### config.mk
export PLATFORM = sky130hd
export DESIGN_NAME = prp_stage
export DESIGN_NICKNAME = d
export VERILOG_FILES = /design/src/sv/assert_macros.svh /design/src/sv/prp_pkg.sv /design/src/sv/prp_stage.sv
export SDC_FILE = /design/constraint.sdc
export NUM_CORES = 1
export LEC_CHECK = 0
export BUFFER_PORTS_ARGS = -buffer_cell sky130_fd_sc_hd__buf_2
export CORE_UTILIZATION = 25
export CTS_CLUSTER_SIZE = 24
export DETAILED_ROUTE_END_ITERATION = 8
export PLACE_DENSITY = 0.49
export REMOVE_ABC_BUFFERS = 1
export SETUP_SLACK_MARGIN = 0.4
export SYNTH_ARGS = -nofsm -noshare
export SYNTH_HDL_FRONTEND = slang
export SYNTH_SLANG_ARGS = --single-unit
### constraint.sdc
create_clock -name clk_i -period 0.8 [get_ports clk_i]
set_clock_uncertainty 0.15 [all_clocks]
set_input_delay 0.08 -clock clk_i [delete_from_list [all_inputs] [get_ports clk_i]]
set_output_delay 0.08 -clock clk_i [all_outputs]
set_load 0.01 [all_outputs]
### src/sv/assert_macros.svh
`ifndef ASSERT_MACROS_SVH
`define ASSERT_MACROS_SVH

// Check that cons holds whenever ante holds.
`define PRP_ASSERT_IMPLY(lbl, ante, cons) \
  lbl: assert property (@(posedge clk_i) disable iff (!rst_ni) (ante) |-> (cons)) \
    else $error("assertion failed");

// Check that cond never holds.
`define PRP_ASSERT_NEVER(lbl, cond) \
  lbl: assert property (@(posedge clk_i) disable iff (!rst_ni) !(cond)) \
    else $error("assertion failed");

`endif

### src/sv/prp_pkg.sv
`timescale 1ns / 1ps
`default_nettype none

package prp_pkg;

  localparam int unsigned DW         = 32;
  localparam int unsigned XY_W       = 36;
  localparam int unsigned Z_W        = 34;
  localparam int unsigned K_W        = 30;
  localparam int unsigned HALF_W     = XY_W / 2;
  localparam int unsigned PP_W       = HALF_W + K_W;
  localparam int unsigned SUM_W      = XY_W + K_W;
  localparam int unsigned MAX_STAGES = 32;
  localparam int unsigned STAGES_DEF = 24;

  localparam logic [K_W-1:0]   K_GAIN    = 30'h26DD3B6A;
  localparam logic [SUM_W-1:0] ROUND_BIT = {{(SUM_W-K_W){1'b0}}, 1'b1, {(K_W-1){1'b0}}};
  localparam logic [Z_W-1:0]   Z_HALF    = {{(Z_W-DW){1'b0}}, 1'b1, {(DW-1){1'b0}}};

  localparam logic [XY_W-1:0] MAG_MAX_POS = {{(XY_W-DW+1){1'b0}}, {(DW-1){1'b1}}};
  localparam logic [XY_W-1:0] MAG_MAX_NEG = {{(XY_W-DW){1'b0}}, 1'b1, {(DW-1){1'b0}}};
  localparam logic [DW-1:0]   SAT_POS     = {1'b0, {(DW-1){1'b1}}};
  localparam logic [DW-1:0]   SAT_NEG     = {1'b1, {(DW-1){1'b0}}};

  localparam logic [DW-1:0] ATAN_TAB [MAX_STAGES] = '{
    32'h20000000, 32'h12E4051E, 32'h09FB385B, 32'h051111D4,
    32'h028B0D43, 32'h0145D7E1, 32'h00A2F61E, 32'h00517C55,
    32'h0028BE53, 32'h00145F2F, 32'h000A2F98, 32'h000517CC,
    32'h00028BE6, 32'h000145F3, 32'h0000A2FA, 32'h0000517D,
    32'h000028BE, 32'h0000145F, 32'h00000A30, 32'h00000518,
    32'h0000028C, 32'h00000146, 32'h000000A3, 32'h00000051,
    32'h00000029, 32'h00000014, 32'h0000000A, 32'h00000005,
    32'h00000003, 32'h00000001, 32'h00000001, 32'h00000000
  };

  typedef enum logic [1:0] {
    OP_ROTATE   = 2'd0,
    OP_TO_CART  = 2'd1,
    OP_TO_POLAR = 2'd2,
    OP_DIST     = 2'd3
  } op_e;

  typedef struct packed {
    op_e                     op;
    logic                    zero;
    logic signed [XY_W-1:0]  x;
    logic signed [XY_W-1:0]  y;
    logic signed [Z_W-1:0]   z;
  } stage_t;

endpackage

`default_nettype wire

### src/sv/prp_stage.sv
`timescale 1ns / 1ps
`default_nettype none

module prp_stage #(
  parameter int unsigned IDX = 0
) (
  input  logic            clk_i,
  input  logic            rst_ni,
  input  logic            valid_i,
  input  prp_pkg::stage_t stage_i,
  output logic            valid_o,
  output prp_pkg::stage_t stage_o
);

  import prp_pkg::*;

  logic signed [XY_W-1:0] x_in, y_in, xs, ys;
  logic signed [Z_W-1:0]  z_in, atan_z;
  logic                   down;
  logic                   valid_q;
  stage_t                 stage_d, stage_q;

  assign x_in   = stage_i.x;
  assign y_in   = stage_i.y;
  assign z_in   = stage_i.z;
  assign xs     = x_in >>> IDX;
  assign ys     = y_in >>> IDX;
  assign atan_z = {{(Z_W-DW){1'b0}}, ATAN_TAB[IDX]};

  // vectoring steers on y, rotation on the residual angle
  assign down = (stage_i.op == OP_TO_POLAR || stage_i.op == OP_DIST) ?
                y_in[XY_W-1] : !z_in[Z_W-1];

  always_comb begin
    stage_d      = stage_i;
    if (down) begin
      stage_d.x = x_in - ys;
      stage_d.y = y_in + xs;
      stage_d.z = z_in - atan_z;
    end else begin
      stage_d.x = x_in + ys;
      stage_d.y = y_in - xs;
      stage_d.z = z_in + atan_z;
    end
  end

  always_ff @(posedge clk_i or negedge rst_ni) begin
    if (!rst_ni) begin
      valid_q <= 1'b0;
    end else begin
      valid_q <= valid_i;
    end
  end

  always_ff @(posedge clk_i) begin
    stage_q <= stage_d;
  end

  assign valid_o = valid_q;
  assign stage_o = stage_q;

endmodule

`default_nettype wire

==> After elaboration in Yosys (flattened, before gate mapping) <==
Cells that the tools add are included.
{ "op_classes": {"add_sub_neg": 5, "eq_ne": 2, "mux": 2, "n_reduce_logical": 2} }
{ "ops": {"columns": ["operator", "count"], "rows": [
  ["$mux 106", 1],
  ["$sub 36x36->36", 2],
  ["$add 36x36->36", 1],
  ["$add 34x31->34 const B", 1],
  ["$sub 34x31->34 const B", 1],
  ["$eq 2x2->1 const B", 2],
  ["$logic_not 1->1", 1],
  ["$logic_or 1x1->1", 1],
  ["$mux 1", 1]
]} }
{ "totals": {"ff_bits": 110, "input_bits": 112, "output_inout_bits": 110, "wordCells": 17} }

==> Longest topological paths before layout <==
Gate-level depths: netlist (run 1).
{ "logic_depth": {"word_depth": 4, "ltp_mapped": 12, "mapped_depth_nobuf": 12} }

==> Least setup slack after synthesis (run 1) <==
Ideal clock, no wire load.
{ "synth_path": {"kind": "input -> register", "startpoint": "in stage_i[41] (netlist name)", "endpoint": "reg stage_q, in the netlist stage_o[68]", "arrival_ps": 2332, "t_required_ps": 526, "setup_slack_ps": -1806, "cell_stages": 12, "path_buffers": 1, "cell_sequence": "inv_1 -> ha_1 -> buf_6 -> and4_4 -> and3_4 -> a211oi_2 -> o21ai_2 -> a2111oi_2 -> o21ai_1 -> a2111oi_2 -> o32ai_1 -> xnor2_1"} }
{ "synth_lines": {"columns": ["item", "line_no", "rtl"], "rows": [
  ["from (decl)", "prp_stage.sv:10", "input prp_pkg::stage_t stage_i,"],
  ["to (signal assigned)", "prp_stage.sv:56", "stage_q <= stage_d;"],
  ["to (decl)", "prp_stage.sv:21", "stage_t stage_d, stage_q;"]
]} }

==> flow_summary.yaml, run 1 <==
timing:
  max-slew-margin-rel_pct: 68.0
  setup_viol: 184
  finalHoldViolations: 43
  period_needed_ns: 2.47
  slew_violations: 0
  worst_slew_pin_slew_ns: 0.478
  clock.fmax_mhz: 405
  rsz0062_at_grt: "yes"
  whs_ns: -0.352
  setup_ws_ns: -1.67
  layout_worst_path_cycle_share_pct: 308
placement:
  place_congestion: 0.897
  port_buffers: 221
  place_hpwl_mm: 26.5
global_route:
  groute.usage.overall_pct: 19.7
  grt_max_degree: 27
  first_global_vias: 9666
  antenna_found_initial: 0
  grt_pass1_wl_mm: 51.7
  grt-ovfl-total: 0
yosys:
  synth-main-ff-cell: "dfxtp_1"
  postSynthAreaPerCell_sq_um: 8.02
  synth_enable_flop_cells: 0
  synth_seq_cells: 109
  synth.area.top_cells: "dfxtp_1 26%, ha_1 17%, a21oi_1 7.7%"
  yosysWarnings: 0
  synth_top_cell_area_share_pct: 25.9
  synth_cells: 1042
  ys_async_sr_fraction_pct: 0.917
  synth_cell_type_count: 75
  yosysSeqAreaShare_pct: 26.2
  syn_area_sq_mm: 0.00836
  synth.largest_area_cell: "dfxtp_1"
cells_and_area:
  drive_gt1_share_pct: 59.5
  antenna_cells: 0
  final_cell_mix: "373 x buf_4, 141 x buf_6, 133 x buf_2"
  nNetsFinal: 1906
  final_util_pct: 49.5
  area_delta_synth_final_pct: 93.6
  final_common_cell: "buf_4"
clocking:
  cts.sinks: 109
  clk_pin_slew_worst_paths_ns: 0.08
  cts_tree: "done"
  root_buffer: "clkbuf_16"
  htreeDepth: 3
  cts_made_buffers: 9
  cts.path.max_buffers: 2
floorplanning:
  design.core.area_sq_mm: 0.0327
  start_util_pct: 25.6
  fp.dieW_um: 185
  row_count: 66
  boundaryPins: 222
  die_y_um: 185
  dieArea_sq_mm: 0.0342
detailed_routing:
  drtIter0Drc: 448
  viasPerCell: 4.63
  postRouteAntennaNets: 0
  totalWireLength_mm: 34.8
  avgRoutedWirePerCell_um: 16.4
  drt_pass1_iterations: 5
  num_vias: 9847
  drt_drc_violations_left: 0
power:
  power_density_mw_per_mm2: 1580
  power_leakage_nw: 7.67
  vdd_ir_drop_max_mv: 1.20
setup_path:
  crit_required_ns: 0.91
  critical_path_arrival_ns: 2.58
  cp_max_fo: 3
  cp-start-kind: "input port"
  crit_path_end_kind: "register"
  path_class: "input port to register"
status:
  violations: "negative hold slack, negative setup slack"
  status: "complete, but fails checks"
worst_hold_path:
  hp-class: "input port to register"
flow_run:
  drv_cap: 0
-- registers in the layout, summed over array words and instances (netlist names) --
signal and flops:
stage_o 108, valid_o 1
-- worst paths after layout --
path / startpoint / endpoint / slack, ns / cells after the start
max: stage_i[34] / stage_o[68] / -1.67 / 13
min: stage_i[19] / stage_o[19] / -0.35 / 1
max in group asynchronous: rst_ni / valid_o / 0.52 / 2
min in group asynchronous: rst_ni / valid_o / -0.12 / 2
-- metal layers --
layer,part of all wire [%],GRT usage (%)
met1,45,25.4
met4,3.0,7.87
met5,0,0
met3,4.7,2.50
met2,48,33.0
-- Yosys cell counts (all sizes together), types with 9 or more instances --
cell,number
a211oi,16
a21o,34
a21oi,131
a31oi,10
and3,9
buf,18
clkbuf,28
dfxtp,108
ha,112
inv,109
mux2i,16
nand2,54
nand4,11
nor2,89
nor2b,12
nor3,15
nor4,9
o21ai,67
o21bai,23
o31ai,11
xnor2,61
xor2,12
-- where the power goes --
group | total (mW) | internal, mW | switching, mW
logic | 13.0 | 6.99 | 6.04
registers | 7.25 | 6.67 | 0.585
clock network | 5.24 | 2.80 | 2.44
-- repair_timing --
item / in CTS / in global routing
endpoints found under the setup margin: 184 / 185
pin swaps: 121 / 111
setup buffers: 47 / 27
gates resized for setup: 405 / 203
hold endpoints to repair: 47 / 42
cloned: 2 / 0
-- through the flow --
step	cells	TNS (ns)	total power [mW]	setup WS (ns)	area, sq um
6_report	2125	-119.02	25.5	-1.67	16200
3_3_place_gp	2032	-128.26	16.5	-2.46	12700
4_1_cts	2097	-116.55	24.2	-1.70	15100
5_1_grt	2125	-127.44	26.9	-1.74	16200
2_1_floorplan	996	-321.70	11.4	-6.00	8150
3_5_place_dp	2032	-130.03	16.5	-2.43	12700
-- cell families (layout without fill, tap and decap cells) --
| logic type | count (synthesis) | after routing | share of synthesized area, % |
|---|---|---|---|
| xor gates and xnor gates | 73 | 73 | 7.65 |
| buffers and inverters | 157 | 798 | 7.44 |
| adders and majority gates | 116 | 116 | 17.7 |
| DFF | 109 | 109 | 26.2 |
| muxes | 16 | 16 | 1.92 |
| and+or+nand+nor | 229 | 229 | 12.9 |
| AOI/OAI and AO/OA | 342 | 342 | 26.2 |
-- cell type report --
class	count	area, sq um
Fill cell	3085	16500
Multi-Input combinational cell	776	7110
Timing Repair Buffer	671	5480
Sequential cell	109	2280
Tap cell	442	553
Inverter	111	434
Clock buffer	9	225
Clock inverter	7	106
-- worst max-delay path, cell delays in order --
cell	delay, ns
buf_8	0.10
inv_1	0.08
ha_4	0.15
fa_2	0.26
o21ai_4	0.09
a211oi_4	0.37
o21ai_4	0.12
a2111oi_4	0.38
buf_4	0.20
o21ai_4	0.08
a2111oi_4	0.38
o32ai_2	0.13
xnor2_1	0.14
Power figures use the tool's default switching activity.
==> inputs of run 2 (changes only) <==
BUFFER_PORTS_ARGS = unset   (was -buffer_cell sky130_fd_sc_hd__buf_2)
DONT_BUFFER_PORTS = 1   (was unset)
PLACE_DENSITY = 0.43   (was 0.49)
==> flow_summary.yaml, run 2 (synthesized netlist as in run 1, its figures left out) <==
clocking:
  cts_made_buffers: 9
  htreeDepth: 3
  cts.sinks: 109
  cts.path.max_buffers: 2
  root_buffer: "clkbuf_16"
  cts_tree: "done"
  clk_pin_slew_worst_paths_ns: 0.08
  hold_buffers: 1
cells_and_area:
  final_util_pct: 42.5
  register_area_sq_mm: 0.00236
  multi_input_area_sq_mm: 0.00718
  nNetsFinal: 1604
  largest_reg_flops: 108
  final_cell_mix: "300 x buf_4, 92 x inv_1, 92 x dfxtp_2"
  nFillCells: 3269
  finalNonFillerCells: 1823
  final_common_cell: "buf_4"
  antenna_cells: 0
  area_delta_synth_final_pct: 66.2
  drive_gt1_share_pct: 53.4
power:
  total_power_mw: 22.6
  power_density_mw_per_mm2: 1620
  power_leakage_nw: 6.19
  vdd_ir_drop_max_mv: 1.10
timing:
  layout_worst_path_cycle_share_pct: 291
  worst_slew_pin_slew_ns: 0.642
  finalHoldViolations: 62
  setup_viol: 182
  clock.fmax_mhz: 430
  slew_violations: 0
  finalSetupTns_ns: -99.48
  setup_ws_ns: -1.52
  whs_ns: -0.437
  max-slew-margin-rel_pct: 57.2
  period_needed_ns: 2.32
  rsz0062_at_grt: "yes"
detailed_routing:
  postRouteAntennaNets: 0
  drtIter0Drc: 503
  drt_pass1_iterations: 5
  num_vias: 8614
  totalWireLength_mm: 32.7
  avgRoutedWirePerCell_um: 18.0
  viasPerCell: 4.73
  drt_drc_violations_left: 0
setup_path:
  cp_max_fo: 3
  cp-start-kind: "input port"
  crit_path_end_kind: "register"
  crit_required_ns: 0.92
  path_class: "input port to register"
  critical_path_arrival_ns: 2.45
global_route:
  grt_max_degree: 44
  first_global_vias: 8828
  grt-ovfl-total: 0
  antenna_found_initial: 0
  grt_pass1_wl_mm: 49.3
  groute.usage.overall_pct: 18.9
floorplanning:
  fp.dieW_um: 185
  design.core.area_sq_mm: 0.0327
  boundaryPins: 222
  die_y_um: 185
  dieArea_sq_mm: 0.0342
  start_util_pct: 25.6
  row_count: 66
flow_run:
  drv_cap: 0
worst_hold_path:
  hold_depth: 0
  hp-class: "input port to register"
placement:
  dp_slack_ns: -2.31
  dp.cells: 1751
  port_buffers: 0
  place_congestion: 0.878
  place_hpwl_mm: 25.8
status:
  violations: "negative hold slack, negative setup slack"
  status: "complete, but fails checks"
## run 2: changes by cell type in the layout (fill, tap and decap cells not counted), sizes merged
cell / delta
bufbuf: -1
clkinvlp: -1
clkinv: +1
clkbuf: +1
buf: -301
bufinv: -1
## run 2: worst max-delay path, cell delays in order
cell	delay (ns)
ha_4	0.14
inv_2	0.06
fa_2	0.24
o21bai_4	0.10
a2111oi_4	0.36
o221a_4	0.28
a31oi_4	0.10
a211o_1	0.30
o31a_1	0.32
a211oi_2	0.21
a21oi_1	0.08
xnor2_1	0.17
## run 2: area by class of cell
cell class                 instances  area share, %
sequential                       109           17.0
timing repair buffer             369           21.9
clock buffer                      10           1.65
inverter                         111           3.26
tap                              442           3.98
multi-input combinational        776           51.6
clock inverter                     6          0.567
## run 2: layer usage
metal  global-route usage [%]  vias up  routed length (um)
met5                        0        -                   0
met4                     5.88        0                 633
met3                     3.07       30                1760
met2                     32.6      257               15700
met1                     23.9     4056               14600
li1                         -     4271                   -
## run 2: power breakdown
part / total [mW] / internal (mW) / switching, mW
Clock: 4.92 / 2.50 / 2.42
Sequential: 7.92 / 6.81 / 1.11
Combinational: 9.73 / 4.91 / 4.82
## run 2: worst paths after layout
path,startpoint,end,slack [ns]
min in group asynchronous,rst_ni,valid_o,-0.25
worst min-delay path,stage_i[1],stage_o[1],-0.44
max in group asynchronous,rst_ni,valid_o,0.65
worst max-delay path,stage_i[34],stage_o[62],-1.52
## run 2: metrics by stage
step / hold WS, ns / instance area [sq um]
2_1_floorplan: -0.366 / 8150
3_3_place_gp: -0.366 / 11100
3_5_place_dp: -0.366 / 11100
4_1_cts: -0.455 / 13200
5_1_grt: -0.452 / 13900
6_report: -0.437 / 13900
## run 2: what timing repair did
action / in CTS / in global routing
resized for setup: 427 / 129
pin swaps: 128 / 86
setup endpoints to repair: 184 / 184
setup buffers: 34 / 21
gates cloned: 0 / 0
hold endpoints to repair: 63 / 58
