**config.mk**
```make
export PLATFORM = sky130hd
export DESIGN_NAME = prp_gain
export DESIGN_NICKNAME = d
export VERILOG_FILES = /design/src/sv/assert_macros.svh /design/src/sv/prp_pkg.sv /design/src/sv/prp_gain.sv
export SDC_FILE = /design/constraint.sdc
export NUM_CORES = 2
export LEC_CHECK = 0
export BUFFER_PORTS_ARGS = -buffer_cell sky130_fd_sc_hd__buf_2
export CAP_MARGIN = 0
export CORE_UTILIZATION = 50
export DETAILED_ROUTE_END_ITERATION = 10
export PLACE_DENSITY = 0.66
export SYNTH_ARGS = -nofsm -noshare
export SYNTH_HDL_FRONTEND = slang
export SYNTH_SLANG_ARGS = --single-unit
```
**constraint.sdc**
```tcl
create_clock -name clk_i -period 16.9 [get_ports clk_i]
set_input_delay 3.38 -clock clk_i [delete_from_list [all_inputs] [get_ports clk_i]]
set_output_delay 3.38 -clock clk_i [all_outputs]
set_load 0.005 [all_outputs]
```
**src/sv/assert_macros.svh**
```systemverilog
`ifndef ASSERT_MACROS_SVH
`define ASSERT_MACROS_SVH

// Check that cons holds whenever ante holds.
`define PRP_ASSERT_IMPLY(lbl, ante, cons) \
  lbl: assert property (@(posedge clk_i) disable iff (!rst_ni) (ante) |-> (cons)) \
    else $error("assertion failed");

// Check that cond never holds.
`define PRP_ASSERT_NEVER(lbl, cond) \
  lbl: assert property (@(posedge clk_i) disable iff (!rst_ni) !(cond)) \
    else $error("assertion failed");

`endif

```
**src/sv/prp_pkg.sv**
```systemverilog
`timescale 1ns / 1ps
`default_nettype none

package prp_pkg;

  localparam int unsigned DW         = 32;
  localparam int unsigned XY_W       = 36;
  localparam int unsigned Z_W        = 34;
  localparam int unsigned K_W        = 30;
  localparam int unsigned HALF_W     = XY_W / 2;
  localparam int unsigned PP_W       = HALF_W + K_W;
  localparam int unsigned SUM_W      = XY_W + K_W;
  localparam int unsigned MAX_STAGES = 32;
  localparam int unsigned STAGES_DEF = 24;

  localparam logic [K_W-1:0]   K_GAIN    = 30'h26DD3B6A;
  localparam logic [SUM_W-1:0] ROUND_BIT = {{(SUM_W-K_W){1'b0}}, 1'b1, {(K_W-1){1'b0}}};
  localparam logic [Z_W-1:0]   Z_HALF    = {{(Z_W-DW){1'b0}}, 1'b1, {(DW-1){1'b0}}};

  localparam logic [XY_W-1:0] MAG_MAX_POS = {{(XY_W-DW+1){1'b0}}, {(DW-1){1'b1}}};
  localparam logic [XY_W-1:0] MAG_MAX_NEG = {{(XY_W-DW){1'b0}}, 1'b1, {(DW-1){1'b0}}};
  localparam logic [DW-1:0]   SAT_POS     = {1'b0, {(DW-1){1'b1}}};
  localparam logic [DW-1:0]   SAT_NEG     = {1'b1, {(DW-1){1'b0}}};

  localparam logic [DW-1:0] ATAN_TAB [MAX_STAGES] = '{
    32'h20000000, 32'h12E4051E, 32'h09FB385B, 32'h051111D4,
    32'h028B0D43, 32'h0145D7E1, 32'h00A2F61E, 32'h00517C55,
    32'h0028BE53, 32'h00145F2F, 32'h000A2F98, 32'h000517CC,
    32'h00028BE6, 32'h000145F3, 32'h0000A2FA, 32'h0000517D,
    32'h000028BE, 32'h0000145F, 32'h00000A30, 32'h00000518,
    32'h0000028C, 32'h00000146, 32'h000000A3, 32'h00000051,
    32'h00000029, 32'h00000014, 32'h0000000A, 32'h00000005,
    32'h00000003, 32'h00000001, 32'h00000001, 32'h00000000
  };

  typedef enum logic [1:0] {
    OP_ROTATE   = 2'd0,
    OP_TO_CART  = 2'd1,
    OP_TO_POLAR = 2'd2,
    OP_DIST     = 2'd3
  } op_e;

  typedef struct packed {
    op_e                     op;
    logic                    zero;
    logic signed [XY_W-1:0]  x;
    logic signed [XY_W-1:0]  y;
    logic signed [Z_W-1:0]   z;
  } stage_t;

endpackage

`default_nettype wire

```
**src/sv/prp_gain.sv**
```systemverilog
`timescale 1ns / 1ps
`default_nettype none

module prp_gain (
  input  logic                   clk_i,
  input  logic                   rst_ni,
  input  logic                   valid_i,
  input  prp_pkg::stage_t        stage_i,
  output logic                   done_o,
  output logic [prp_pkg::DW-1:0] rx_o,
  output logic [prp_pkg::DW-1:0] ry_o,
  output logic                   clipped_o
);

  import prp_pkg::*;

  logic                   vec;
  logic signed [XY_W-1:0] x_in, y_in;

  // magnitude stage
  logic              g0_valid_q, g0_vec_q, g0_negx_q, g0_negy_q;
  logic [XY_W-1:0]   g0_mx_d, g0_my_d, g0_mx_q, g0_my_q;
  logic [DW-1:0]     g0_ang_d, g0_ang_q;

  // partial product stage
  logic              g1_valid_q, g1_vec_q, g1_negx_q, g1_negy_q;
  logic [PP_W-1:0]   g1_xlo_q, g1_xhi_q, g1_ylo_q, g1_yhi_q;
  logic [DW-1:0]     g1_ang_q;

  // round stage
  logic              g2_valid_q, g2_vec_q, g2_negx_q, g2_negy_q;
  logic [SUM_W-1:0]  sum_x, sum_y;
  logic [XY_W-1:0]   g2_rx_q, g2_ry_q;
  logic [DW-1:0]     g2_ang_q;

  // saturate stage
  logic              clip_x, clip_y;
  logic [DW-1:0]     val_x, val_y;
  logic              done_q, clipped_d, clipped_q;
  logic [DW-1:0]     rx_d, ry_d, rx_q, ry_q;

  assign vec  = (stage_i.op == OP_TO_POLAR || stage_i.op == OP_DIST);
  assign x_in = stage_i.x;
  assign y_in = stage_i.y;

  always_comb begin
    g0_mx_d  = x_in[XY_W-1] ? XY_W'(-x_in) : XY_W'(x_in);
    g0_my_d  = y_in[XY_W-1] ? XY_W'(-y_in) : XY_W'(y_in);
    g0_ang_d = '0;
    if (vec && stage_i.zero) begin
      g0_mx_d = '0;
    end
    if (stage_i.op == OP_TO_POLAR && !stage_i.zero) begin
      g0_ang_d = stage_i.z[DW-1:0];
    end
  end

  assign sum_x = SUM_W'(g1_xlo_q) + {g1_xhi_q, {HALF_W{1'b0}}} + ROUND_BIT;
  assign sum_y = SUM_W'(g1_ylo_q) + {g1_yhi_q, {HALF_W{1'b0}}} + ROUND_BIT;

  always_comb begin
    clip_x = g2_negx_q ? (g2_rx_q > MAG_MAX_NEG) : (g2_rx_q > MAG_MAX_POS);
    clip_y = g2_negy_q ? (g2_ry_q > MAG_MAX_NEG) : (g2_ry_q > MAG_MAX_POS);
    if (clip_x) begin
      val_x = g2_negx_q ? SAT_NEG : SAT_POS;
    end else begin
      val_x = g2_negx_q ? -g2_rx_q[DW-1:0] : g2_rx_q[DW-1:0];
    end
    if (clip_y) begin
      val_y = g2_negy_q ? SAT_NEG : SAT_POS;
    end else begin
      val_y = g2_negy_q ? -g2_ry_q[DW-1:0] : g2_ry_q[DW-1:0];
    end
    rx_d      = val_x;
    ry_d      = g2_vec_q ? g2_ang_q : val_y;
    clipped_d = g2_vec_q ? clip_x : (clip_x | clip_y);
  end

  always_ff @(posedge clk_i or negedge rst_ni) begin
    if (!rst_ni) begin
      g0_valid_q <= 1'b0;
      g1_valid_q <= 1'b0;
      g2_valid_q <= 1'b0;
      done_q     <= 1'b0;
    end else begin
      g0_valid_q <= valid_i;
      g1_valid_q <= g0_valid_q;
      g2_valid_q <= g1_valid_q;
      done_q     <= g2_valid_q;
    end
  end

  always_ff @(posedge clk_i) begin
    g0_vec_q  <= vec;
    g0_negx_q <= x_in[XY_W-1] && !(vec && stage_i.zero);
    g0_negy_q <= y_in[XY_W-1];
    g0_mx_q   <= g0_mx_d;
    g0_my_q   <= g0_my_d;
    g0_ang_q  <= g0_ang_d;

    g1_vec_q  <= g0_vec_q;
    g1_negx_q <= g0_negx_q;
    g1_negy_q <= g0_negy_q;
    g1_xlo_q  <= PP_W'(g0_mx_q[HALF_W-1:0]) * PP_W'(K_GAIN);
    g1_xhi_q  <= PP_W'(g0_mx_q[XY_W-1:HALF_W]) * PP_W'(K_GAIN);
    g1_ylo_q  <= PP_W'(g0_my_q[HALF_W-1:0]) * PP_W'(K_GAIN);
    g1_yhi_q  <= PP_W'(g0_my_q[XY_W-1:HALF_W]) * PP_W'(K_GAIN);
    g1_ang_q  <= g0_ang_q;

    g2_vec_q  <= g1_vec_q;
    g2_negx_q <= g1_negx_q;
    g2_negy_q <= g1_negy_q;
    g2_rx_q   <= sum_x[SUM_W-1:K_W];
    g2_ry_q   <= sum_y[SUM_W-1:K_W];
    g2_ang_q  <= g1_ang_q;

    rx_q      <= rx_d;
    ry_q      <= ry_d;
    clipped_q <= clipped_d;
  end

  assign done_o    = done_q;
  assign rx_o      = rx_q;
  assign ry_o      = ry_q;
  assign clipped_o = clipped_q & done_q;

endmodule

`default_nettype wire

```
Yosys cells after proc, flatten, opt, wreduce, memory -nomap -nowiden
Cells that the tools add are included.

operators by class
  add/sub/neg operators = 8
  multipliers = 4
  magnitude comparators = 4
  equality and inequality tests = 2
  muxes and demuxes = 12
  bitwise gates (word level) = 3
  reductions and logical operators = 7

operators by type and width
  kind                    number
  $mux 32                 7
  $mul 18x29->47 const B  4
  $add 48x66->66          2
  $add 66x30->66 const B  2
  $gt 36x31->1 const B    2
  $gt 36x32->1 const B    2
  $neg 36->36             2
  $mux 35                 2
  $neg 32->32             2
  $eq 2x2->1 const B      2
  $logic_and 1x1->1       3
  $mux 1                  3
  $logic_not 1->1         2
  $reduce_or 2->1         1
  $and 1x1->1             1
  $logic_or 1x1->1        1
  $not 1->1               1
  $or 1x1->1              1

word-level totals
  register bits after elaboration = 506
  bits of input ports = 112
  output and inout bits = 66

Longest topological paths before layout
  word-level depth = 5
  depth in mapped cells = 26

Least setup slack after synthesis
No wires, ideal clock.

  kind = reg-to-reg
  start = reg g0_mx_q[14]
  end = reg g1_xlo_q[39]
  library setup time = 72 ps
  data arrival time = 6,367 ps
  required time = 16,828 ps
  setup slack = 10,461 ps
  stages on the path, launching flop included = 24
  buffers on the path = 0
  period minus slack after synthesis = 6,439 ps
  cell sequence = dfxtp_1 -> ha_1 -> inv_1 -> fa_1 -> fa_1 -> inv_1 -> fa_1 -> fa_1 -> inv_1 -> fa_1 -> inv_1 -> ha_1 -> nand2_1 -> a21oi_1 -> and3_1 -> a211oi_1 -> o22ai_1 -> a21o_1 -> o31ai_1 -> o21ai_0 -> a21oi_1 -> o211ai_1 -> a21oi_1 -> xnor2_1

on the way
  cells in the longest elaborated chain, start to end = 1

ends and longest elaborated chain
  what                    line             source
  start, declared         prp_gain.sv:22   logic [XY_W-1:0] g0_mx_d, g0_my_d, g0_mx_q, g0_my_q;
  start signal, assigned  prp_gain.sv:97   g0_mx_q <= g0_mx_d;
  $mul 18x29->47          prp_gain.sv:104  g1_xlo_q <= PP_W'(g0_mx_q[HALF_W-1:0]) * PP_W'(K_GAIN);
  end signal, assigned    prp_gain.sv:104
  end, declared           prp_gain.sv:27   logic [PP_W-1:0] g1_xlo_q, g1_xhi_q, g1_ylo_q, g1_yhi_q;

Every way passes these cells.
A chain may end at the register's enable or synchronous reset.

Worst setup path after layout
  start = reg g0_mx_q[12]
  end = reg g1_xlo_q[39]

Same word-level chain as after synthesis.

==> results.cfg <==
[outcome]
status = finished clean

[synth]
syn_area_sq_um = 51810
synthFlopType = dfxtp_1
yosysTopAreaCell = fa_1
syn_inst = 5222
syn_nets = 6934
syn_area_per_cell_sq_um = 9.922
ys_types = 85
ys.warnings.count = 0
synth_top_cell_area_share_pct = 32.22
async_reset_ff_share_pct = 0.8511
yosysMostFrequentCell = inv_1
ys_top_cells_by_count = inv_1 (1392), fa_1 (834), ha_1 (766)
ys_seq_elements = 470
synth.area.top_cells = fa_1 (32%), ha_1 (18%), dfxtp_1 (18%)
synth-edff-count = 0
yosysSeqAreaShare_pct = 18.20

[critical_path]
slowest_delay_ns = 0.66
startpoint = g0_mx_q[12]
critPathBufInv = 4
cp_cell_sequence = ha_1, inv_1, fa_1, fa_1, inv_1, fa_1, fa_1, inv_1, fa_1, inv_1, ha_1, nand2_1, a21oi_1, and3_1, a211oi_1, o22ai_1, a21o_1, o31ai_1, o21ai_0, a21oi_1, o211ai_1, a21oi_1, xnor2_1
crit_family = adder cells
critPathKind = register to register
regToRegSetupSlack_ns = 9.15
crit_slowest_cell = a211oi_1
r2r_cells = 23
arrival_ns = 8.34
worstPathMaxFanout = 6
cp_data_required_time_ns = 17.49
cp-end-kind = register
crit_top_cell = fa_1
cp-start-kind = register
r2r_end = g1_xlo_q[39]
r2r_start = g0_mx_q[12]

[placement]
place_area_sq_um = 54220
io_buffers = 175
hpwl_mm = 105.8
place.gp.congestion = 0.9968

[route]
vias = 34658
routed.top_layer = met5
met1_length_mm = 52.54
drc = 0
dr_wl_met3_mm = 7.624
wl_met2_mm = 58.09
routed_wl_mm = 121.8
firstDrtPassIters = 5
routedWlPerCell_um = 17.88
ant_nets = 0
vias_per_cell = 5.090
initialDrtViolationCount = 1767

[clock_network]
worst_skew_pair.late_latency_ns = 0.66
cts-resized-gates = 0
cts_setup_buffers = 0
cts_root_buf = clkbuf_16
cts.sinks = 470
cts_tree = built
clk_pin_slew_worst_paths_ns = 0.06
ctsHoldBuffers = 0
cts_max_path_buffers = 3
cts_max_level = 2
cts_made_buffers = 53

[die]
ios = 178
core_sq_um = 102200
rows = 117
die_height_um = 323.9
die_area_sq_um = 104900
start_util_pct = 50.71
die_w_um = 323.9

[global_routing]
grt_overflow = 0
grt_max_degree = 47
grt_pass1_wl_mm = 196.1
grt_pass1_vias = 36556
grt_usage_pct = 24.37
antenna_found_initial = 11

[sta]
tightest_slew_ns = 1.279
rsz0062_at_grt = false
slew-limit-headroom_pct = 14.74
finalCritPeriodShare_pct = 45.87
setup_violations = 0
finalCriticalPeriod_ns = 7.751
hold_violations = 0
max_freq_mhz = 129.0
fin_tns_setup_ns = 0
clock_skew_ns = 0.03876
timing.final.max_slew_violations = 0

[cells_and_area]
syn2layout_area_growth_pct = 8.099
design_area_sq_um = 56010
multi_input_area_sq_um = 36930
layout-drive-gt1-share_pct = 5.847
ff_latch_area_sq_um = 9429
nets = 7108
fillers = 9286

[hold_path]
hold_start = g1_ang_q[14]
holdPathStages = 0
hold_end = g2_ang_q[14]
hp-class = register to register

[job]
drv_cap = 0
-- how the worst max path moves through the flow --
| stage | endpoint | slack, ns | cells after the start |
|---|---|---|---|
| 6_report | g1_xlo_q[39] | 9.15 | 23 |
| 3_3_place_gp | g1_xlo_q[39] | 9.17 | 23 |
| 3_5_place_dp | g1_xlo_q[39] | 9.20 | 23 |
| 5_1_grt | g1_ylo_q[47] | 8.62 | 23 |
| 4_1_cts | g1_xlo_q[39] | 9.14 | 23 |
| 2_1_floorplan | g1_xlo_q[39] | 10.46 | 23 |
-- routing by layer --
layer  vias up  global-route usage (%)
li1      16749                       -
met1     16896                   31.80
met2       813                   41.32
met3       188                   4.327
met4        12                   6.981
met5         -                       0
-- final cells by class --
class	instances	area share [%]
diodes	2	0.008936
clock buffers	74	2.652
clock inverters	24	0.5428
inverters	1393	9.335
multi-input cells	3298	65.94
flip-flops and latches	470	16.83
well taps	1368	3.056
repair buffers	180	1.631
-- registers in the layout, indices dropped and copies added, names as in the netlist, 36 cells and up --
signal	cells
g2_ry_q	36
g1_xhi_q	47
g1_yhi_q	47
g0_my_q	36
g0_mx_q	36
g2_rx_q	36
-- through the flow --
step,worst slack (ns),util (%),hold WS [ns],instances
after global placement,9.169,53.06,0.3103,6709
after global routing,8.615,54.81,0.3268,6809
after CTS,9.145,54.81,0.3239,6807
final,9.149,54.81,0.3237,6809
after detailed placement,9.196,53.06,0.3121,6709
after floorplan,10.46,-,0.3096,5222
-- layout by cell type, fill, tap and decap left out, types with 14 or more instances in the layout --
master / Yosys / final
a21o_1: 116 / 116
a21oi_1: 211 / 210
a31oi_1: 34 / 34
and2_1: 42 / 41
and3_1: 27 / 27
buf_2: 2 / 175
clkbuf_16: 0 / 53
dfxtp_1: 466 / 466
fa_1: 834 / 834
ha_1: 766 / 766
inv_1: 1392 / 1392
nand2_1: 128 / 128
nand2b_1: 52 / 52
nand3_1: 42 / 42
nand4_1: 21 / 21
nor2_1: 192 / 192
nor2b_1: 37 / 37
nor3_1: 54 / 54
o21a_1: 27 / 27
o21ai_0: 142 / 142
o21bai_1: 15 / 15
o22ai_1: 18 / 18
o31ai_1: 36 / 36
or2_2: 25 / 25
or3_1: 24 / 24
or4_1: 14 / 14
xnor2_1: 155 / 155
xor2_1: 110 / 110
-- kinds of logic (layout without fill, tap and decap cells) --
| logic type | after synthesis | after routing | synth area share, % |
|---|---|---|---|
| adders and majority gates | 1600 | 1600 | 50.72 |
| buffers and inverters | 1454 | 1671 | 10.55 |
| AOI/OAI and AO/OA | 716 | 716 | 8.836 |
| and+or+nand+nor | 711 | 711 | 7.095 |
| DFF | 470 | 470 | 18.20 |
| xor gates and xnor gates | 265 | 265 | 4.479 |
| muxes | 6 | 6 | 0.1183 |
| other | 0 | 2 | 0 |
Power is not shown: default switching activity piles up to over one toggle a cycle in this logic, so the estimate is an artifact.
